==> config.mk <==
export PLATFORM = sky130hd
export DESIGN_NAME = mandelbrot_escape_time
export DESIGN_NICKNAME = d
export VERILOG_FILES = /design/src/design/mbe_pkg.sv /design/src/design/mandelbrot_escape_time.sv /design/src/design/mbe_divider.sv /design/src/design/mbe_datapath.sv /design/src/design/mbe_controller.sv
export SDC_FILE = /design/constraint.sdc
export NUM_CORES = 2
export LEC_CHECK = 0
export CAP_MARGIN = 30
export CORE_ASPECT_RATIO = 1.1
export CORE_UTILIZATION = 33
export CTS_CLUSTER_DIAMETER = 200
export DETAILED_ROUTE_END_ITERATION = 10
export DONT_BUFFER_PORTS = 1
export PLACE_DENSITY = 0.59
export SYNTH_ARGS = -nofsm -noshare
export SYNTH_HDL_FRONTEND = slang
export SYNTH_SLANG_ARGS = --single-unit
==> constraint.sdc <==
create_clock -name clk -period 18 [get_ports clk]
set_input_delay 1.8 -clock clk [delete_from_list [all_inputs] [get_ports clk]]
set_output_delay 1.8 -clock clk [all_outputs]
set_load 0.05 [all_outputs]
==> src/design/mbe_pkg.sv <==
// Package for the escape-time engine: widths, item structs, datapath commands,
// register indexes and saturation helpers.
// No dependencies; every other file of the block imports this package.
`timescale 1ns / 1ps
`default_nettype none

package mbe_pkg;

    // Default geometry and fixed-point format
    localparam int IMAGE_WIDTH_DEF   = 1024;
    localparam int IMAGE_HEIGHT_DEF  = 1024;
    localparam int FRACTION_BITS_DEF = 28;

    // Field and datapath widths
    localparam int COORD_W  = 10;
    localparam int STEP_W   = 13;
    localparam int LIMIT_W  = 12;
    localparam int WORD_W   = 32;
    localparam int MUL_W    = WORD_W + 1;
    localparam int PROD_W   = 2 * MUL_W;
    localparam int WIDE_W   = PROD_W + 2;
    localparam int DIV_W    = COORD_W + WORD_W;
    localparam int SIZE_W   = 13;
    localparam int CFG_IDX_W = 3;

    // Constant divider: two digits, each with a partial dividend below size * 2^DIV_LO_W;
    // the reciprocal width covers image sizes of at least 16
    localparam int DIV_LO_W = DIV_W / 2;
    localparam int DIV_M_W  = SIZE_W + DIV_LO_W;
    localparam int RECIP_W  = DIV_M_W - 3;

    localparam logic [LIMIT_W-1:0] LIMIT_RESET = LIMIT_W'(100);

    localparam logic signed [WIDE_W-1:0] Q_MAX_W = WIDE_W'(64'sd2147483647);
    localparam logic signed [WIDE_W-1:0] Q_MIN_W = -WIDE_W'(64'sd2147483648);

    // Register indexes of the configuration port
    typedef enum logic [CFG_IDX_W-1:0] {
        CFG_ITER_LIMIT = 3'd0,
        CFG_ZOOM       = 3'd1,
        CFG_PAN_REAL   = 3'd2,
        CFG_PAN_IMAG   = 3'd3,
        CFG_REAL_LOW   = 3'd4,
        CFG_REAL_HIGH  = 3'd5,
        CFG_IMAG_LOW   = 3'd6,
        CFG_IMAG_HIGH  = 3'd7
    } cfg_reg_t;

    typedef struct packed {
        logic [COORD_W-1:0] pixel_col;
        logic [COORD_W-1:0] pixel_row;
    } in_item_t;

    typedef struct packed {
        logic [COORD_W-1:0] out_col;
        logic [COORD_W-1:0] out_row;
        logic [STEP_W-1:0]  step_count;
        logic               escaped;
    } out_item_t;

    // Datapath operations issued by the controller
    typedef enum logic [3:0] {
        OP_NONE,
        OP_LOAD,
        OP_MAP_MUL,
        OP_DIV_START,
        OP_MAP_ADD,
        OP_ZOOM_MUL,
        OP_MAP_PAN,
        OP_SQ_R,
        OP_SQ_I,
        OP_CROSS,
        OP_UPDATE,
        OP_FINISH
    } dp_op_t;

    typedef struct packed {
        dp_op_t op;
        logic   axis;   // 0: real axis from column, 1: imaginary axis from row
    } dp_cmd_t;

    typedef struct packed {
        logic div_done;
        logic escape;
        logic limit_hit;
    } dp_status_t;

    // Sign-extend a word into the wide domain
    function automatic logic signed [WIDE_W-1:0] ext_word(input logic signed [WORD_W-1:0] v);
        return {{(WIDE_W-WORD_W){v[WORD_W-1]}}, v};
    endfunction

    // Sign-extend a product into the wide domain
    function automatic logic signed [WIDE_W-1:0] ext_prod(input logic signed [PROD_W-1:0] v);
        return {{(WIDE_W-PROD_W){v[PROD_W-1]}}, v};
    endfunction

    // Clamp a wide value to the signed word range
    function automatic logic signed [WORD_W-1:0] sat_word(input logic signed [WIDE_W-1:0] v);
        logic signed [WORD_W-1:0] r;
        if (v > Q_MAX_W) begin
            r = Q_MAX_W[WORD_W-1:0];
        end else if (v < Q_MIN_W) begin
            r = Q_MIN_W[WORD_W-1:0];
        end else begin
            r = v[WORD_W-1:0];
        end
        return r;
    endfunction

endpackage

`default_nettype wire

==> src/design/mandelbrot_escape_time.sv <==
// Mapping of each axis runs through the two-digit constant divider.
// Each iteration runs on the single shared 33x33 multiplier.
// One item at a time; the next item is accepted the cycle after a result is
// loaded, while that result still waits.
// Reset (rst_n, asynchronous) loads the register defaults and idles the block.
`timescale 1ns / 1ps
`default_nettype none

module mandelbrot_escape_time
    import mbe_pkg::*;
#(
    parameter int IMAGE_WIDTH   = IMAGE_WIDTH_DEF,
    parameter int IMAGE_HEIGHT  = IMAGE_HEIGHT_DEF,
    parameter int FRACTION_BITS = FRACTION_BITS_DEF
) (
    input  wire logic                 clk,
    input  wire logic                 rst_n,
    input  wire logic                 in_valid,
    output logic                      in_ready,
    input  wire in_item_t             in_data,
    output logic                      out_valid,
    input  wire logic                 out_ready,
    output out_item_t                 out_data,
    input  wire logic                 cfg_write,
    input  wire logic [CFG_IDX_W-1:0] cfg_index,
    input  wire logic [WORD_W-1:0]    cfg_data
);

    dp_cmd_t    cmd;
    dp_status_t status;

    mbe_controller u_ctrl (
        .clk       (clk),
        .rst_n     (rst_n),
        .in_valid  (in_valid),
        .in_ready  (in_ready),
        .out_valid (out_valid),
        .out_ready (out_ready),
        .status    (status),
        .cmd       (cmd)
    );

    mbe_datapath #(
        .IMAGE_WIDTH   (IMAGE_WIDTH),
        .IMAGE_HEIGHT  (IMAGE_HEIGHT),
        .FRACTION_BITS (FRACTION_BITS)
    ) u_dp (
        .clk       (clk),
        .rst_n     (rst_n),
        .cfg_write (cfg_write),
        .cfg_index (cfg_index),
        .cfg_data  (cfg_data),
        .in_data   (in_data),
        .cmd       (cmd),
        .status    (status),
        .result    (out_data)
    );

endmodule

`default_nettype wire

==> src/design/mbe_divider.sv <==
// Division by the image size for the coordinate mapping: two digits, each estimated by
// a reciprocal multiply and fixed by one compare and subtract. Depends on mbe_pkg.
`timescale 1ns / 1ps
`default_nettype none

module mbe_divider
    import mbe_pkg::*;
(
    input  wire logic               clk,
    input  wire logic               rst_n,
    input  wire logic               start,
    input  wire logic [DIV_W-1:0]   dividend,
    input  wire logic [SIZE_W-1:0]  divisor,
    input  wire logic [RECIP_W-1:0] recip,
    output logic                    done,
    output logic [DIV_W-1:0]        quotient,
    output logic                    rem_nonzero
);

    localparam int HI_W     = DIV_W - DIV_LO_W;
    localparam int PROD_R_W = DIV_M_W + RECIP_W;
    localparam int QD_W     = RECIP_W + SIZE_W;

    typedef enum logic [1:0] {
        P_IDLE,
        P_MUL,
        P_EST,
        P_FIX
    } phase_t;

    phase_t              phase_reg, phase_next;
    logic                last_reg, last_next;      // working on the low digit
    logic                done_reg, done_next;
    logic [SIZE_W-1:0]   den_reg, den_next;
    logic [RECIP_W-1:0]  rec_reg, rec_next;
    logic [DIV_LO_W-1:0] low_reg, low_next;
    logic [DIV_M_W-1:0]  part_reg, part_next;
    logic [RECIP_W-1:0]  est_reg, est_next;
    logic [DIV_M_W-1:0]  qd_reg, qd_next;
    logic [HI_W-1:0]     q_hi_reg, q_hi_next;
    logic [DIV_W-1:0]    quo_reg, quo_next;
    logic                rem_nz_reg, rem_nz_next;

    logic [PROD_R_W-1:0] prod_full;
    logic [QD_W-1:0]     qd_full;
    logic [DIV_M_W-1:0]  den_ext, diff, rem_fix;
    logic                fits;
    logic [RECIP_W-1:0]  digit;

    // Estimate one digit low by at most one, multiply back and correct once
    always_comb begin
        prod_full = part_reg * rec_reg;
        qd_full   = est_reg * den_reg;
        den_ext   = {{(DIV_M_W-SIZE_W){1'b0}}, den_reg};
        diff      = part_reg - qd_reg;
        fits      = diff >= den_ext;
        rem_fix   = fits ? diff - den_ext : diff;
        digit     = est_reg + {{(RECIP_W-1){1'b0}}, fits};
    end

    // Advance through the high digit, then the low digit
    always_comb begin
        phase_next  = phase_reg;
        last_next   = last_reg;
        done_next   = 1'b0;
        den_next    = den_reg;
        rec_next    = rec_reg;
        low_next    = low_reg;
        part_next   = part_reg;
        est_next    = est_reg;
        qd_next     = qd_reg;
        q_hi_next   = q_hi_reg;
        quo_next    = quo_reg;
        rem_nz_next = rem_nz_reg;
        if (start) begin
            den_next   = divisor;
            rec_next   = recip;
            low_next   = dividend[DIV_LO_W-1:0];
            part_next  = {{(DIV_M_W-HI_W){1'b0}}, dividend[DIV_W-1:DIV_LO_W]};
            last_next  = 1'b0;
            phase_next = P_MUL;
        end else begin
            case (phase_reg)
                P_MUL: begin
                    est_next   = prod_full[PROD_R_W-1:DIV_M_W];
                    phase_next = P_EST;
                end
                P_EST: begin
                    qd_next    = qd_full[DIV_M_W-1:0];
                    phase_next = P_FIX;
                end
                P_FIX: begin
                    if (!last_reg) begin
                        q_hi_next  = digit[HI_W-1:0];
                        part_next  = {rem_fix[SIZE_W-1:0], low_reg};
                        last_next  = 1'b1;
                        phase_next = P_MUL;
                    end else begin
                        quo_next    = {q_hi_reg, digit[DIV_LO_W-1:0]};
                        rem_nz_next = |rem_fix;
                        done_next   = 1'b1;
                        phase_next  = P_IDLE;
                    end
                end
                default: ;
            endcase
        end
    end

    always_ff @(posedge clk or negedge rst_n) begin
        if (!rst_n) begin
            phase_reg  <= P_IDLE;
            last_reg   <= 1'b0;
            done_reg   <= 1'b0;
            den_reg    <= '0;
            rec_reg    <= '0;
            low_reg    <= '0;
            part_reg   <= '0;
            est_reg    <= '0;
            qd_reg     <= '0;
            q_hi_reg   <= '0;
            quo_reg    <= '0;
            rem_nz_reg <= 1'b0;
        end else begin
            phase_reg  <= phase_next;
            last_reg   <= last_next;
            done_reg   <= done_next;
            den_reg    <= den_next;
            rec_reg    <= rec_next;
            low_reg    <= low_next;
            part_reg   <= part_next;
            est_reg    <= est_next;
            qd_reg     <= qd_next;
            q_hi_reg   <= q_hi_next;
            quo_reg    <= quo_next;
            rem_nz_reg <= rem_nz_next;
        end
    end

    assign done        = done_reg;
    assign quotient    = quo_reg;
    assign rem_nonzero = rem_nz_reg;

endmodule

`default_nettype wire

==> src/design/mbe_datapath.sv <==
// Datapath: configuration registers, shared 33x33 multiplier, coordinate
// mapping, z = z^2 + c update, escape test and result register.
// Depends on mbe_pkg and mbe_divider.
`timescale 1ns / 1ps
`default_nettype none

module mbe_datapath
    import mbe_pkg::*;
#(
    parameter int IMAGE_WIDTH   = IMAGE_WIDTH_DEF,
    parameter int IMAGE_HEIGHT  = IMAGE_HEIGHT_DEF,
    parameter int FRACTION_BITS = FRACTION_BITS_DEF
) (
    input  wire logic                 clk,
    input  wire logic                 rst_n,
    input  wire logic                 cfg_write,
    input  wire logic [CFG_IDX_W-1:0] cfg_index,
    input  wire logic [WORD_W-1:0]    cfg_data,
    input  wire in_item_t             in_data,
    input  wire dp_cmd_t              cmd,
    output dp_status_t                status,
    output out_item_t                 result
);

    // Width of a floor-shifted square of a word
    localparam int SQ_W = 64 - FRACTION_BITS;

    localparam logic signed [WIDE_W-1:0] ONE_W   = $signed(WIDE_W'(1)) <<< FRACTION_BITS;
    localparam logic signed [WIDE_W-1:0] FIVE_W  = $signed(WIDE_W'(5)) <<< FRACTION_BITS;
    localparam logic signed [WIDE_W-1:0] TWO_W   = $signed(WIDE_W'(2)) <<< FRACTION_BITS;
    localparam logic signed [WIDE_W-1:0] ONE5_W  = $signed(WIDE_W'(3)) <<< (FRACTION_BITS - 1);

    localparam logic signed [WORD_W-1:0] RST_ZOOM      = sat_word(ONE_W);
    localparam logic signed [WORD_W-1:0] RST_REAL_LOW  = sat_word(-TWO_W);
    localparam logic signed [WORD_W-1:0] RST_REAL_HIGH = sat_word(ONE_W);
    localparam logic signed [WORD_W-1:0] RST_IMAG_LOW  = sat_word(-ONE5_W);
    localparam logic signed [WORD_W-1:0] RST_IMAG_HIGH = sat_word(ONE5_W);

    localparam logic [SIZE_W-1:0] WIDTH_DIV  = SIZE_W'(IMAGE_WIDTH);
    localparam logic [SIZE_W-1:0] HEIGHT_DIV = SIZE_W'(IMAGE_HEIGHT);

    // Reciprocals of the image sizes for the divider
    localparam logic [RECIP_W-1:0] WIDTH_RECIP  =
        RECIP_W'((64'd1 << DIV_M_W) / 64'(IMAGE_WIDTH));
    localparam logic [RECIP_W-1:0] HEIGHT_RECIP =
        RECIP_W'((64'd1 << DIV_M_W) / 64'(IMAGE_HEIGHT));

    // Configuration registers
    logic [LIMIT_W-1:0]       limit_reg;
    logic signed [WORD_W-1:0] zoom_reg, pan_real_reg, pan_imag_reg;
    logic signed [WORD_W-1:0] real_low_reg, real_high_reg, imag_low_reg, imag_high_reg;

    // Working registers
    logic [COORD_W-1:0]       col_reg, row_reg;
    logic signed [PROD_W-1:0] prod_reg;
    logic                     neg_reg;
    logic signed [WORD_W-1:0] t_reg, cr_reg, ci_reg, zr_reg, zi_reg;
    logic signed [SQ_W-1:0]   zr2_reg, zi2_reg;
    logic [STEP_W-1:0]        steps_reg;
    out_item_t                result_reg;

    // Shared multiplier
    logic signed [MUL_W-1:0]  mul_a, mul_b;
    logic signed [PROD_W-1:0] mul_p;

    logic [COORD_W-1:0]       coord;
    logic signed [WORD_W-1:0] low_sel, high_sel, pan_sel;
    logic signed [MUL_W-1:0]  span;
    logic signed [PROD_W-1:0] prod_sh, cross_sh;
    logic [PROD_W-1:0]        prod_abs;
    logic signed [WIDE_W-1:0] zr2_w, zi2_w, sq_sum;
    logic                     escape;

    logic [DIV_W-1:0]         div_quo;
    logic                     div_nz, div_done;
    logic [DIV_W:0]           q_mag;
    logic signed [WIDE_W-1:0] q_w;
    logic signed [WORD_W-1:0] t_next, c_next, zr_next, zi_next;

    // Select the axis being mapped
    always_comb begin
        coord    = cmd.axis ? row_reg : col_reg;
        low_sel  = cmd.axis ? imag_low_reg : real_low_reg;
        high_sel = cmd.axis ? imag_high_reg : real_high_reg;
        pan_sel  = cmd.axis ? pan_imag_reg : pan_real_reg;
        span     = {high_sel[WORD_W-1], high_sel} - {low_sel[WORD_W-1], low_sel};
    end

    // Route multiplier operands
    always_comb begin
        case (cmd.op)
            OP_MAP_MUL: begin
                mul_a = {{(MUL_W-COORD_W){1'b0}}, coord};
                mul_b = span;
            end
            OP_ZOOM_MUL: begin
                mul_a = {t_reg[WORD_W-1], t_reg};
                mul_b = {zoom_reg[WORD_W-1], zoom_reg};
            end
            OP_SQ_R: begin
                mul_a = {zr_reg[WORD_W-1], zr_reg};
                mul_b = {zr_reg[WORD_W-1], zr_reg};
            end
            OP_SQ_I: begin
                mul_a = {zi_reg[WORD_W-1], zi_reg};
                mul_b = {zi_reg[WORD_W-1], zi_reg};
            end
            OP_CROSS: begin
                mul_a = {zr_reg[WORD_W-1], zr_reg};
                mul_b = {zi_reg[WORD_W-1], zi_reg};
            end
            default: begin
                mul_a = '0;
                mul_b = '0;
            end
        endcase
    end

    assign mul_p = mul_a * mul_b;

    // Floor shifts of the registered product; magnitude for the divider
    always_comb begin
        prod_sh  = prod_reg >>> FRACTION_BITS;
        cross_sh = prod_reg >>> (FRACTION_BITS - 1);
        prod_abs = prod_reg[PROD_W-1] ? PROD_W'(-prod_reg) : prod_reg;
    end

    mbe_divider u_div (
        .clk         (clk),
        .rst_n       (rst_n),
        .start       (cmd.op == OP_DIV_START),
        .dividend    (prod_abs[DIV_W-1:0]),
        .divisor     (cmd.axis ? HEIGHT_DIV : WIDTH_DIV),
        .recip       (cmd.axis ? HEIGHT_RECIP : WIDTH_RECIP),
        .done        (div_done),
        .quotient    (div_quo),
        .rem_nonzero (div_nz)
    );

    // Floor quotient (round a negative one away from zero), add the low bound,
    // then zoom and pan
    always_comb begin
        q_mag  = {1'b0, div_quo} + {{DIV_W{1'b0}}, neg_reg & div_nz};
        q_w    = {{(WIDE_W-DIV_W-1){1'b0}}, q_mag};
        q_w    = neg_reg ? -q_w : q_w;
        t_next = sat_word(ext_word(sat_word(q_w)) + ext_word(low_sel));
        c_next = sat_word(ext_word(sat_word(ext_prod(prod_sh))) + ext_word(pan_sel));
    end

    // Escape test and next z
    always_comb begin
        zr2_w   = {{(WIDE_W-SQ_W){zr2_reg[SQ_W-1]}}, zr2_reg};
        zi2_w   = {{(WIDE_W-SQ_W){zi2_reg[SQ_W-1]}}, zi2_reg};
        sq_sum  = zr2_w + zi2_w;
        escape  = sq_sum >= FIVE_W;
        zr_next = sat_word(ext_word(sat_word(zr2_w - zi2_w)) + ext_word(cr_reg));
        zi_next = sat_word(ext_word(sat_word(ext_prod(cross_sh))) + ext_word(ci_reg));
    end

    assign status.div_done  = div_done;
    assign status.escape    = escape;
    assign status.limit_hit = steps_reg >= {limit_reg, 1'b0};

    // Configuration writes
    always_ff @(posedge clk or negedge rst_n) begin
        if (!rst_n) begin
            limit_reg     <= LIMIT_RESET;
            zoom_reg      <= RST_ZOOM;
            pan_real_reg  <= '0;
            pan_imag_reg  <= '0;
            real_low_reg  <= RST_REAL_LOW;
            real_high_reg <= RST_REAL_HIGH;
            imag_low_reg  <= RST_IMAG_LOW;
            imag_high_reg <= RST_IMAG_HIGH;
        end else if (cfg_write) begin
            case (cfg_reg_t'(cfg_index))
                CFG_ITER_LIMIT: limit_reg     <= cfg_data[LIMIT_W-1:0];
                CFG_ZOOM:       zoom_reg      <= cfg_data;
                CFG_PAN_REAL:   pan_real_reg  <= cfg_data;
                CFG_PAN_IMAG:   pan_imag_reg  <= cfg_data;
                CFG_REAL_LOW:   real_low_reg  <= cfg_data;
                CFG_REAL_HIGH:  real_high_reg <= cfg_data;
                CFG_IMAG_LOW:   imag_low_reg  <= cfg_data;
                CFG_IMAG_HIGH:  imag_high_reg <= cfg_data;
                default: ;
            endcase
        end
    end

    // Working registers, advanced by the controller's command
    always_ff @(posedge clk) begin
        case (cmd.op)
            OP_LOAD: begin
                col_reg   <= in_data.pixel_col;
                row_reg   <= in_data.pixel_row;
                zr_reg    <= '0;
                zi_reg    <= '0;
                steps_reg <= '0;
            end
            OP_MAP_MUL, OP_ZOOM_MUL, OP_SQ_R: begin
                prod_reg <= mul_p;
            end
            OP_DIV_START: begin
                neg_reg <= prod_reg[PROD_W-1];
            end
            OP_MAP_ADD: begin
                t_reg <= t_next;
            end
            OP_MAP_PAN: begin
                if (cmd.axis) begin
                    ci_reg <= c_next;
                end else begin
                    cr_reg <= c_next;
                end
            end
            OP_SQ_I: begin
                zr2_reg  <= prod_sh[SQ_W-1:0];
                prod_reg <= mul_p;
            end
            OP_CROSS: begin
                zi2_reg  <= prod_sh[SQ_W-1:0];
                prod_reg <= mul_p;
            end
            OP_UPDATE: begin
                zr_reg    <= zr_next;
                zi_reg    <= zi_next;
                steps_reg <= steps_reg + STEP_W'(1);
            end
            OP_FINISH: begin
                result_reg.out_col    <= col_reg;
                result_reg.out_row    <= row_reg;
                result_reg.step_count <= steps_reg;
                result_reg.escaped    <= escape;
            end
            default: ;
        endcase
    end

    assign result = result_reg;

endmodule

`default_nettype wire

==> src/design/mbe_controller.sv <==
// Controller: sequences mapping, divider wait and the iteration,
// and owns the input and output handshakes. Depends on mbe_pkg.
`timescale 1ns / 1ps
`default_nettype none

module mbe_controller
    import mbe_pkg::*;
(
    input  wire logic       clk,
    input  wire logic       rst_n,
    input  wire logic       in_valid,
    output logic            in_ready,
    output logic            out_valid,
    input  wire logic       out_ready,
    input  wire dp_status_t status,
    output dp_cmd_t         cmd
);

    typedef enum logic [3:0] {
        S_IDLE,
        S_MAP_MUL,
        S_DIV_START,
        S_DIV_WAIT,
        S_MAP_ADD,
        S_ZOOM_MUL,
        S_MAP_PAN,
        S_SQ_R,
        S_SQ_I,
        S_CROSS,
        S_CHECK,
        S_FLUSH
    } state_t;

    state_t state_reg, state_next;
    logic   axis_reg, axis_next;
    logic   out_valid_reg, out_valid_next;
    dp_op_t op;

    always_comb begin
        state_next     = state_reg;
        axis_next      = axis_reg;
        out_valid_next = out_valid_reg & ~out_ready;
        op             = OP_NONE;
        case (state_reg)
            S_IDLE: begin
                if (in_valid) begin
                    op         = OP_LOAD;
                    axis_next  = 1'b0;
                    state_next = S_MAP_MUL;
                end
            end
            S_MAP_MUL: begin
                op         = OP_MAP_MUL;
                state_next = S_DIV_START;
            end
            S_DIV_START: begin
                op         = OP_DIV_START;
                state_next = S_DIV_WAIT;
            end
            S_DIV_WAIT: begin
                if (status.div_done) begin
                    state_next = S_MAP_ADD;
                end
            end
            S_MAP_ADD: begin
                op         = OP_MAP_ADD;
                state_next = S_ZOOM_MUL;
            end
            S_ZOOM_MUL: begin
                op         = OP_ZOOM_MUL;
                state_next = S_MAP_PAN;
            end
            S_MAP_PAN: begin
                op = OP_MAP_PAN;
                if (axis_reg) begin
                    state_next = S_SQ_R;
                end else begin
                    axis_next  = 1'b1;
                    state_next = S_MAP_MUL;
                end
            end
            S_SQ_R: begin
                op         = OP_SQ_R;
                state_next = S_SQ_I;
            end
            S_SQ_I: begin
                op         = OP_SQ_I;
                state_next = S_CROSS;
            end
            S_CROSS: begin
                op         = OP_CROSS;
                state_next = S_CHECK;
            end
            // Stop on escape first, then on the step limit
            S_CHECK: begin
                if (status.escape || status.limit_hit) begin
                    state_next = S_FLUSH;
                end else begin
                    op         = OP_UPDATE;
                    state_next = S_SQ_R;
                end
            end
            // Hold until the output register is free
            S_FLUSH: begin
                if (!out_valid_reg || out_ready) begin
                    op             = OP_FINISH;
                    out_valid_next = 1'b1;
                    state_next     = S_IDLE;
                end
            end
            default: begin
                state_next = S_IDLE;
            end
        endcase
    end

    always_ff @(posedge clk or negedge rst_n) begin
        if (!rst_n) begin
            state_reg     <= S_IDLE;
            axis_reg      <= 1'b0;
            out_valid_reg <= 1'b0;
        end else begin
            state_reg     <= state_next;
            axis_reg      <= axis_next;
            out_valid_reg <= out_valid_next;
        end
    end

    assign in_ready  = (state_reg == S_IDLE);
    assign out_valid = out_valid_reg;
    assign cmd.op    = op;
    assign cmd.axis  = axis_reg;

endmodule

`default_nettype wire

==> results.cfg <==
[clock_network]
cts_setup_buffers = 0
cts_sinks = 780
cts_root_buffer = clkbuf_16
clockBufferDepth = 3
hold_buffers = 0
cts_max_level = 3
cts.repair.resized = 0
path_clk_slew_ns = 0.06
insertion_delay_ns = 0.75
cts_buffers = 91
cts_tree = yes

[finish]
drive_gt1_frac = 0.0877
fin_util = 0.360
nNetsFinal = 10636
largest_reg_flops = 66
final_cell_area_sq_um = 94300
fillers = 26300
synthToLayoutAreaGrowth_pct = 8.62

[sta]
slew_viol_final = 0
rsz0062_at_grt = no
whs_ns = 0.419
finalCriticalPeriod_ns = 15.15
max_slew_margin = 0.185
hold_viol_final = 0
fmax_mhz = 66.0
fin_tns_setup_ns = 0
period_share = 0.842
finalSetupViolCount = 0
worst_clock_skew_ns = 0.0539
worstMarginPinSlew_ns = 1.22

[detailed_routing]
drt_iter0_drc = 5323
ant_nets = 0
first_pass_iters = 9
wire_per_inst_um = 23.7
drc = 40
num_vias = 66496
vias_per_cell = 5.31
wl_um = 297000

[floorplan]
coreArea_sq_um = 262000
pin_count = 96
std_cell_rows = 197
die_y_um = 540
die_w_um = 491
start_util = 0.332
dieArea_sq_um = 265000

[run_status]
status = finished with violations
violations = DRC

[hold_path]
holdPathEnd = u_dp.result[22]
worstHoldPathCells = 0
hold_class = reg2reg
min_from = u_dp.row_reg[8]

[critical_path]
critical_path_buf_inv_count = 8
worstPathMaxFanout = 46
worstReg2RegStart = u_dp.zi2_reg[1]
cp_common_cell = fa_1
path_class = reg2reg
r2r_cells = 44
r2r-end = u_dp.prod_reg[62]
startpoint_type = flop
worstPathArrival_ns = 15.64
setup.worst_path.end_class = flop
critPathMaxStageDelay_ns = 0.85
cpMaxStageDelayCell = o21bai_4
crit_required_ns = 18.49
rrSetupSlack_ns = 2.85
cp_top_family = compound AO/OA/AOI/OAI gates

[logic_synthesis]
syn_nets = 10793
yosys_most_used_dff = dfrtp_1
synth_cells = 9106
synthTopCellsByArea = fa_1 (26%), edfxtp_1 (13%), dfrtp_1 (12%)
syn_area_per_cell_sq_um = 9.53
synth_cell_types = 105
yosys_register_bits = 780
synth_top_area_frac = 0.261
synth_edf_count = 366
seq_area_frac_synth = 0.246
synthTopCellsByCount = inv_1 (1474), fa_1 (1131), nand2_1 (1032)
netlist_area_sq_um = 86800
synth_most_common_cell = inv_1
synthArstFlopShare = 0.531
synth_area_leader_cell = fa_1
yosys_warnings = 0

[global_route]
antenna_found_initial = 24
grt_overflow = 0
track_usage = 0.225
grt_pass1_wl_um = 449000
grt_max_degree = 415
first_global_vias = 69519

[placement]
placed_area_sq_um = 91100
place_congestion = 0.950
dpl.hpwl_um = 231000
io_buffer_count = 0

[power]
leakage_nw = 43.0
power_mw = 17.1
power.density_nw_per_um2 = 182
peakVddDrop_mv = 0.149

[run]
maxCapViolCount = 0
[cell usage in the layout, fill, tap and decap left out, drive strengths merged, types with 34 or more instances in the layout]
cell type / synthesis / final
a31oi: 51 / 51
o21bai: 52 / 52
a221o: 34 / 34
o31ai: 43 / 43
nor2b: 55 / 55
a221oi: 38 / 38
nor3: 75 / 75
xnor2: 255 / 255
edfxtp: 366 / 366
a21oi: 431 / 431
inv: 1478 / 1483
mux2: 329 / 329
dfrtp: 400 / 400
ha: 496 / 496
fa: 1131 / 1131
xor2: 139 / 139
nand2: 1033 / 1033
and3: 63 / 63
o211ai: 34 / 34
o21ai: 354 / 354
nand4: 46 / 46
and2: 77 / 77
o21a: 100 / 100
buf: 159 / 173
nor2: 723 / 723
nand3: 131 / 131
nand2b: 97 / 97
mux2i: 73 / 73
a21o: 167 / 167
clkbuf: 264 / 128
[cells by family (layout without fill, tap and decap cells)]
| family | count (synthesis) | count (layout) | share of synthesized area |
|---|---|---|---|
| AND/OR/NAND/NOR | 2454 | 2454 | 0.126 |
| buffers and inverters | 1902 | 1823 | 0.0848 |
| adder cells (fa/ha/maj) | 1635 | 1635 | 0.333 |
| AO/OA/AOI/OAI | 1538 | 1538 | 0.119 |
| flip-flops | 780 | 780 | 0.246 |
| multiplexers | 402 | 402 | 0.0511 |
| XOR/XNOR | 395 | 395 | 0.0400 |
| other | 0 | 10 | 0 |
[worst max path at each step]
| stage | startpoint | end | slack, ns | cells past startpoint |
|---|---|---|---|---|
| floorplan | out_ready | u_dp.prod_reg[64] | 4.30 | 33 |
| CTS | u_dp.zi2_reg[1] | u_dp.prod_reg[62] | 3.11 | 44 |
| global route | u_dp.zi2_reg[22] | u_dp.prod_reg[62] | 2.23 | 43 |
| global placement | u_dp.zi2_reg[1] | u_dp.prod_reg[62] | 3.46 | 44 |
| finish | u_dp.zi2_reg[1] | u_dp.prod_reg[62] | 2.85 | 44 |
| detailed placement | u_dp.zi2_reg[1] | u_dp.prod_reg[62] | 3.18 | 44 |
[power breakdown]
part / switching [mW] / internal [mW] / leakage (nW)
clock: 0.824 / 1.11 / 1.49
sequential: 0.729 / 2.81 / 8.33
combinational: 7.72 / 3.94 / 33.1
[per-layer routing]
metal / vias to the layer above / part of all wire / GRT usage / wire [um]
met1: 34073 / 0.40 / 0.278 / 118000
met3: 722 / 0.063 / 0.0356 / 18700
li1: 29364 / - / - / -
met2: 2333 / 0.47 / 0.373 / 140000
met4: 4 / 0.067 / 0.128 / 19900
met5: - / 0.00010 / 0 / 30
[cell type report]
class / count / area (sq um) / area share
tap: 3482 / 4360 / 0.0462
inverter: 1479 / 5550 / 0.0589
timing repair buffer: 173 / 1480 / 0.0157
clock inverter: 43 / 512 / 0.00543
multi-input combinational: 6424 / 58400 / 0.620
sequential: 780 / 21400 / 0.227
antenna: 10 / 25.0 / 0.000265
clock buffer: 128 / 2570 / 0.0272
[metrics by stage]
stage | worst slack (ns) | cells
5_1_grt | 2.23 | 12515
3_3_place_gp | 3.46 | 12327
4_1_cts | 3.11 | 12504
6_report | 2.85 | 12519
2_1_floorplan | 4.30 | 9106
3_5_place_dp | 3.18 | 12333
Note: power is estimated with default switching activity, not from simulation.
